==> src/rtl/core/gwm_pkg.sv <==
// Shared constants and types of the glob wildcard matcher.
package gwm_pkg;

	localparam int PATTERN_MAX_DEF = 64;

	localparam logic [7:0] STAR_BYTE     = 8'h2A;
	localparam logic [7:0] QUESTION_BYTE = 8'h3F;

	typedef logic [1:0] func_t;

	localparam func_t FUNC_CLEAR   = 2'd0;
	localparam func_t FUNC_APPEND  = 2'd1;
	localparam func_t FUNC_SUBJECT = 2'd2;
	localparam func_t FUNC_END     = 2'd3;

	typedef struct packed {
		logic       clear;
		logic       append;
		logic       consume;
		logic       restart;
		logic [7:0] data;
	} req_t;

endpackage

==> src/rtl/core/glob_wildcard_match.sv <==
// Glob matcher top level: row of pattern cells, star closure and result register.
// An end-of-subject request gives its registered result in the cycle after acceptance.
// Throughput: one request per cycle while no stalled result is held; each subject byte updates every cell at once.
// The star closure is a log-depth scan across the pattern positions.
// Reset clears the pattern, overflow flag and result; position zero starts active.
// No clearing pass: pattern bytes are read only after they have been written.
module glob_wildcard_match #(
	parameter int PATTERN_MAX = gwm_pkg::PATTERN_MAX_DEF
) (
	input  logic           clk,
	input  logic           arst_n,
	input  logic           in_valid,
	output logic           in_stall,
	input  gwm_pkg::func_t func,
	input  logic [7:0]     data_byte,
	output logic           out_valid,
	input  logic           out_stall,
	output logic           matched,
	output logic           pattern_overflow
);
	import gwm_pkg::*;

	localparam int NPOS = PATTERN_MAX + 1;

	req_t                   req;
	logic                   in_acc;
	logic [PATTERN_MAX-1:0] loaded;
	logic [PATTERN_MAX-1:0] star;
	logic [PATTERN_MAX-1:0] adv;
	logic [NPOS-1:0]        raw;
	logic [NPOS-1:0]        prop;
	logic [NPOS-1:0]        cl;
	logic [NPOS-1:0]        tail;
	logic                   raw_last_q;
	logic                   ovf_q;
	logic                   out_valid_q;
	logic                   matched_q;
	logic                   ovf_out_q;
	logic                   hit;

	assign in_stall = out_valid_q && out_stall;
	assign in_acc   = in_valid && !in_stall;

	assign req.clear   = in_acc && (func == FUNC_CLEAR);
	assign req.append  = in_acc && (func == FUNC_APPEND);
	assign req.consume = in_acc && (func == FUNC_SUBJECT);
	assign req.restart = in_acc && (func != FUNC_SUBJECT);
	assign req.data    = data_byte;

	for (genvar i = 0; i < PATTERN_MAX; i++) begin : g_cell
		gwm_cell #(
			.FIRST(i == 0)
		) u_cell (
			.clk        (clk),
			.arst_n     (arst_n),
			.req        (req),
			.prev_loaded((i == 0) ? 1'b1 : loaded[(i == 0) ? 0 : i-1]),
			.adv_in     ((i == 0) ? 1'b0 : adv[(i == 0) ? 0 : i-1]),
			.cl_in      (cl[i]),
			.loaded     (loaded[i]),
			.star       (star[i]),
			.raw        (raw[i]),
			.adv_out    (adv[i])
		);
	end

	assign raw[PATTERN_MAX] = raw_last_q;
	assign prop             = {star, 1'b0};

	gwm_star_scan #(
		.NPOS(NPOS)
	) u_scan (
		.raw (raw),
		.prop(prop),
		.cl  (cl)
	);

	assign tail[0]           = !loaded[0];
	assign tail[PATTERN_MAX] = loaded[PATTERN_MAX-1];
	for (genvar j = 1; j < PATTERN_MAX; j++) begin : g_tail
		assign tail[j] = loaded[j-1] && !loaded[j];
	end

	assign hit = |(cl & tail);

	always_ff @(posedge clk or negedge arst_n) begin
		if (!arst_n) begin
			raw_last_q  <= 1'b0;
			ovf_q       <= 1'b0;
			out_valid_q <= 1'b0;
			matched_q   <= 1'b0;
			ovf_out_q   <= 1'b0;
		end else begin
			if (req.consume) begin
				raw_last_q <= adv[PATTERN_MAX-1];
			end else if (req.restart) begin
				raw_last_q <= 1'b0;
			end
			if (req.clear) begin
				ovf_q <= 1'b0;
			end else if (req.append && loaded[PATTERN_MAX-1]) begin
				ovf_q <= 1'b1;
			end
			if (in_acc && (func == FUNC_END)) begin
				out_valid_q <= 1'b1;
				matched_q   <= hit && !ovf_q;
				ovf_out_q   <= ovf_q;
			end else if (!out_stall) begin
				out_valid_q <= 1'b0;
			end
		end
	end

	assign out_valid        = out_valid_q;
	assign matched          = matched_q;
	assign pattern_overflow = ovf_out_q;

	a_loaded_contiguous: assert property (@(posedge clk) disable iff (!arst_n)
		((loaded >> 1) & ~loaded) == '0)
		else $error("pattern cells loaded out of order");

	a_overflow_no_match: assert property (@(posedge clk) disable iff (!arst_n)
		out_valid && pattern_overflow |-> !matched)
		else $error("match reported with overflowed pattern");

	a_clear_drops_overflow: assert property (@(posedge clk) disable iff (!arst_n)
		req.clear |=> !ovf_q && (loaded == '0))
		else $error("clear did not empty the pattern");

	a_end_gives_result: assert property (@(posedge clk) disable iff (!arst_n)
		in_acc && (func == FUNC_END) |=> out_valid)
		else $error("end of subject produced no result");

endmodule

==> src/rtl/core/gwm_cell.sv <==
// One pattern cell: stored byte, load flag and raw activity of its position.
module gwm_cell #(
	parameter bit FIRST = 1'b0
) (
	input  logic          clk,
	input  logic          arst_n,
	input  gwm_pkg::req_t req,
	input  logic          prev_loaded,
	input  logic          adv_in,
	input  logic          cl_in,
	output logic          loaded,
	output logic          star,
	output logic          raw,
	output logic          adv_out
);
	import gwm_pkg::*;

	logic [7:0] pat_q;
	logic       loaded_q;
	logic       raw_q;
	logic       stay;
	logic       hit;

	assign star    = loaded_q && (pat_q == STAR_BYTE);
	assign hit     = (pat_q == req.data) || (pat_q == QUESTION_BYTE);
	assign stay    = cl_in && star;
	assign adv_out = cl_in && loaded_q && !star && hit;
	assign loaded  = loaded_q;
	assign raw     = raw_q;

	always_ff @(posedge clk) begin
		if (req.append && prev_loaded && !loaded_q) begin
			pat_q <= req.data;
		end
	end

	always_ff @(posedge clk or negedge arst_n) begin
		if (!arst_n) begin
			loaded_q <= 1'b0;
			raw_q    <= FIRST;
		end else begin
			if (req.clear) begin
				loaded_q <= 1'b0;
			end else if (req.append && prev_loaded) begin
				loaded_q <= 1'b1;
			end
			if (req.consume) begin
				raw_q <= stay || adv_in;
			end else if (req.restart) begin
				raw_q <= FIRST;
			end
		end
	end

endmodule

==> src/rtl/core/gwm_star_scan.sv <==
// Segmented prefix scan that closes activity over runs of stars.
module gwm_star_scan #(
	parameter int NPOS = gwm_pkg::PATTERN_MAX_DEF + 1
) (
	input  logic [NPOS-1:0] raw,
	input  logic [NPOS-1:0] prop,
	output logic [NPOS-1:0] cl
);
	localparam int LEVELS = (NPOS > 1) ? $clog2(NPOS) : 1;

	logic [NPOS-1:0] g_lv [LEVELS+1];
	logic [NPOS-1:0] p_lv [LEVELS+1];

	assign g_lv[0] = raw;
	assign p_lv[0] = prop;

	for (genvar lv = 0; lv < LEVELS; lv++) begin : g_level
		localparam int DIST = 1 << lv;
		always_comb begin
			g_lv[lv+1] = g_lv[lv];
			p_lv[lv+1] = p_lv[lv];
			for (int j = DIST; j < NPOS; j++) begin
				g_lv[lv+1][j] = g_lv[lv][j] | (p_lv[lv][j] & g_lv[lv][j-DIST]);
				p_lv[lv+1][j] = p_lv[lv][j] & p_lv[lv][j-DIST];
			end
		end
	end

	assign cl = g_lv[LEVELS];

endmodule

==> config.mk <==
export PLATFORM = sky130hd
export DESIGN_NAME = glob_wildcard_match
export DESIGN_NICKNAME = d
export VERILOG_FILES = /design/src/rtl/core/gwm_pkg.sv /design/src/rtl/core/glob_wildcard_match.sv /design/src/rtl/core/gwm_cell.sv /design/src/rtl/core/gwm_star_scan.sv
export SDC_FILE = /design/constraint.sdc
export NUM_CORES = 1
export LEC_CHECK = 0
export BUFFER_PORTS_ARGS = -buffer_cell sky130_fd_sc_hd__buf_2
export CAP_MARGIN = 40
export CORE_AREA = 2 2 263 265
export CTS_BUF_LIST = sky130_fd_sc_hd__clkbuf_16
export CTS_CLUSTER_DIAMETER = 80
export DETAILED_ROUTE_END_ITERATION = 16
export DIE_AREA = 0 0 265 267
export PLACE_DENSITY = 0.67
export SYNTH_ARGS = -nofsm -noshare
export SYNTH_HDL_FRONTEND = slang
export SYNTH_SLANG_ARGS = --single-unit
export TNS_END_PERCENT = 50
==> constraint.sdc <==
create_clock -name clk -period 8.7 [get_ports clk]
set_input_delay 1.74 -clock clk [delete_from_list [all_inputs] [get_ports clk]]
set_output_delay 1.74 -clock clk [all_outputs]
set_load 0.03 [all_outputs]
======== After elaboration in Yosys (flattened, before gate mapping) ========
Cells that the tools add are included.
cells by class
  add/sub/neg operators ................... 0
  $mul .................................... 0
  divide/modulo/power cells ............... 0
  magnitude comparators ................... 0
  equality and inequality tests ........... 197
  shift-type cells ........................ 0
  mux-type cells .......................... 199
  bitwise operators ....................... 921
  reductions and logical operators ........ 844
operators with widths
  cell                                                    number
  == test 8 x 6 -> 1 bit (second input constant)          128
  AND 1 bit                                               592
  logical AND 1 bit                                       519
  == test 8 bit                                           64
  bitwise OR 1 bit                                        328
  2-to-1 mux 1 bit                                        199
  nonzero test 2 bit                                      66
  logical NOT 1 bit                                       130
  logical OR 1 bit                                        127
  AND 65 bit                                              1
  OR reduction 65 bit                                     1
  == test 2 bit (second input constant)                   2
  == test 2 x 1 -> 1 bit (second input constant)          1
  logical NOT 2 bit                                       1
  inequality test 2 x 1 -> 1 bit (second input constant)  1
  inequality test 2 bit (second input constant)           1
storage, ports and cells
  bits in registers ....................... 645
  latch bits .............................. 0
  bits in writable memories ............... 0
  memory bits (read-only) ................. 0
  input port bits ......................... 14
  output and inout bits ................... 4
  logic and storage cells ................. 2358
  memories ................................ 0

======== Longest topological paths before layout ========
  word-level depth ........................ 18
  depth in mapped cells ................... 13
  gate-level depth less buffers ........... 12

======== Hierarchy ========
From an unflattened synthesis, not the netlist that was laid out.
unflattened totals
  cells, all modules ...................... 3027
  area total of the unflattened synthesis .. 33717.3 um^2
by module, submodules not included
  module                            instances  cells each  area each (um^2)  seq. area each (um^2)
  gwm_cell (g_cell[10].u_cell ...)  63         40          481.7             290.3
  gwm_star_scan                     1          351         2005.7            0.0
  glob_wildcard_match               1          118         877.1             125.1
  gwm_cell (g_cell[0].u_cell)       1          38          486.7             291.5

======== Worst setup path before layout ========
Ideal clock, no wire load.
  kind .................................... input port to flip-flop
  start ................................... input port out_stall
  end ..................................... register matched_q (netlist: matched)
  setup time .............................. 0.142 ns
  arrival time ............................ 3.965 ns
  path slack .............................. 4.593 ns
  stages on the path ...................... 12
  path buffers ............................ 1
  path through ............................ nand2_1 -> and2_1 -> clkbuf_1 -> nand3_1 -> nor3_1 -> nand3_1 -> nor4_1 -> and4_1 -> o2111ai_1 -> or4b_1 -> nor4bb_1 -> a41oi_1
on the way
  longest elaborated chain between the ends .. 4
ends and longest elaborated chain
  what                  RTL line                    RTL
  from (decl)           glob_wildcard_match.sv:17   input logic out_stall,
  logical AND 1 bit     glob_wildcard_match.sv:41   assign in_stall = out_valid_q && out_stall;
  logical NOT 1 bit     glob_wildcard_match.sv:42   assign in_acc = in_valid && !in_stall;
  logical AND 1 bit     glob_wildcard_match.sv:42
  logical AND 1 bit     glob_wildcard_match.sv:104  if (in_acc && (func == FUNC_END)) begin
  to (signal assigned)  glob_wildcard_match.sv:106  matched_q <= hit && !ovf_q;
  to (decl)             glob_wildcard_match.sv:37   logic matched_q;
No other way between the ends.
A chain may end at the register's enable or synchronous reset.

======== Final worst setup path ========
Same ends and word-level chain as after synthesis.

==> qor.txt <==
outcome: completed
dpl ws: 3520 ps
Netlist cell types: 105
vias in the first global route: 26872
Die Footprint: 70800 um2
Antenna Nets Post-Route: 0
final setup TNS: 0 ps
r2r setup slk: 4250 ps
pwr dens: 178 nW/um2
Worst Tran Pin Value: 993 ps
synthesized flop and latch total: 645
Setup CP Type: input port to flip-flop
worst-case clock buffer depth: 3
unrepaired setup endpoints after global routing: false
Synth Warn #: 0
DR pass1 iterations: 5
worst reg-to-reg path cell count: 12
max-slew violations: 0
TritonCTS clock tree: yes
Post-CTS Setup Bufs: 0
worst setup path start: out_stall
# hold bufs at CTS: 0
post-DR vias/cell: 6.52
Tmin final: 4640 ps
top achievable clock speed: 215 MHz
Reg-to-Reg Start: g_cell[12].u_cell.pat_q[2]$_DFFE_PP_
Min-Delay Startpoint: raw_last_q$_DFFE_PN0P_
Top FF cell, synth: edfxtp_1
DRT iter0 DRCs: 2853
CP Max Fanout: 7
most frequent cells in the layout: edfxtp_1, xnor2_1, nor2_1
Setup crit start kind: input port
dpl cells: 3976
Initial Utilization: 51.4%
commonest non-fill, non-tap cell in the layout: edfxtp_1
P&R area growth vs syn: 10.1%
Syn Area/Cell: 11.2 um2
final setup margin: 4060 ps
core box area: 68000 um2
height of the die: 267 um
clock latency on the worst-skew pair: 620 ps
vias: 26815
clk sinks: 645
Req. time, crit path: 9190 ps
fin crit share: 53.4%
max-slew headroom at the worst pin: 33.2%
Final setup viols: 0
FFs w/ async S/R, synth: 20.6%
Reg-to-Reg End: matched$_DFFE_PN0P_
crit path DAT: 5130 ps
initial antenna violation count: 1
CP endpoint kind: flip-flop
Setup Skew: 19.2 ps
Post-Syn Area: 34900 um2
routability cong.: 1.00
end point of the critical path: matched$_DFFE_PN0P_
Final #Nets: 3187
TritonCTS buffer count: 72
drt drc: 0
area leader, netlist: edfxtp_1
gr ovfl total: 0
LEAKAGE: 12.7 nW
first-pass GRT wire length: 160000 um
Max Cap Viol: 0
final hold vios: 0
GRT Total Usage: 29.5%
Seq/Total Area, Yosys: 53.6%
share of the synthesized area in the top cell type: 44.0%
wire per inst: 25.4 um
largest net degree at the start of global routing: 79
H-tree levels: 3
number of synthesized flops with an enable pin: 512
Mapped Cells: 3130
hpwl dp: 71800 um
Final Power: 0.00682 W
VDD IR-drop max: 0.181 mV
final cell count without fillers: 4113
clk slew on worst S/H paths: 60 ps
HP Class: flip-flop to flip-flop
share of layout cells above drive strength 1: 8.27%
routed wire length: 105000 um
Die W: 265 um
num ports: 18
synth top area cells: edfxtp_1, dfrtp_1, xnor2_1
PortBufs: 17
Row Count: 96
Root Driver: clkbuf_16
WHS: 502 ps
Syn Nets: 3144
CTS resizes: 0
[metal layers]
layer	vias up	global-route usage, %	share of wire, %
met1	13472	39.5	42
met4	0	10.1	3.1
met3	199	4.39	7.0
met5	-	0	0
met2	1120	49.2	47
li1	12024	-	-
[through the flow]
| step | area [um2] | utilization [%] |
|---|---|---|
| floorplan | 34900 | - |
| global placement | 36000 | 52.9 |
| detailed placement | 36200 | 53.3 |
| CTS | 38400 | 56.5 |
| global route | 38400 | 56.5 |
| finish | 38400 | 56.5 |
[state kept, by name (all words and copies together), names as in the netlist]
name,flops
g_cell.u_cell.loaded,64
g_cell.u_cell.pat_q,512
g_cell.u_cell.raw,64
matched,1
out_valid,1
ovf_q,1
pattern_overflow,1
raw_last_q,1
[cells in the mapped netlist (12+ instances only)]
library cell    n
nand2b_1       35
nor3_1         52
dfrtp_1       132
o21ai_0        82
and3_1         45
o22ai_1        33
a21boi_0       24
o31ai_1        55
nor2b_1        41
xor2_1        206
o211ai_1       13
buf_1          19
a21oi_1       127
a31oi_1        42
and3b_1        12
nor4b_1        27
a41oi_1        41
nor4_1         94
nand3_1        89
edfxtp_1      512
a41o_1         16
a22o_1         43
and4bb_2       17
clkbuf_1       81
nor2_1        301
xnor2_1       306
nand2_1       203
nand4_1       132
inv_1          54
and2_1         13
nor3b_1        20
[power breakdown]
group          internal [W]  switching [W]
logic              0.000153       0.000320
clock network       0.00164        0.00122
registers           0.00340      0.0000920
[logic make-up after synthesis]
kind of cell / count (synthesis) / synth area share, %
buf+inv: 156 / 1.68
compound gates: 625 / 12.7
mux: 1 / 0.0323
xor+xnor: 512 / 12.8
flops: 645 / 53.6
simple gates: 1191 / 19.2
[critical path, stage by stage]
cell       delay [ps]
buf_2              90
nand2_1           150
and2_1            560
nand3_1           430
nor3_1            320
nand3_1           120
nor4_1            260
and4_1            230
o2111ai_1         140
or4b_1            560
nor4bb_1          370
a41oi_1           160
[area by class of cell]
class / instances / area, um2
antenna: 1 / 2.50
clock buffer: 73 / 1830
clock inverter: 58 / 372
fill: 5642 / 29500
inverter: 54 / 203
multi-input combinational: 2329 / 15600
sequential: 645 / 18700
tap: 882 / 1100
timing repair buffer: 71 / 584
[worst min-delay path by stage]
| stage | cells past startpoint | to |
|---|---|---|
| global placement | 1 | raw_last_q$_DFFE_PN0P_ |
| finish | 1 | raw_last_q$_DFFE_PN0P_ |
| global route | 1 | raw_last_q$_DFFE_PN0P_ |
| CTS | 1 | raw_last_q$_DFFE_PN0P_ |
| detailed placement | 1 | raw_last_q$_DFFE_PN0P_ |
| floorplan | 2 | g_cell[7].u_cell.raw$_DFFE_PN0P_ |
Note: power is estimated with default switching activity, not from simulation.
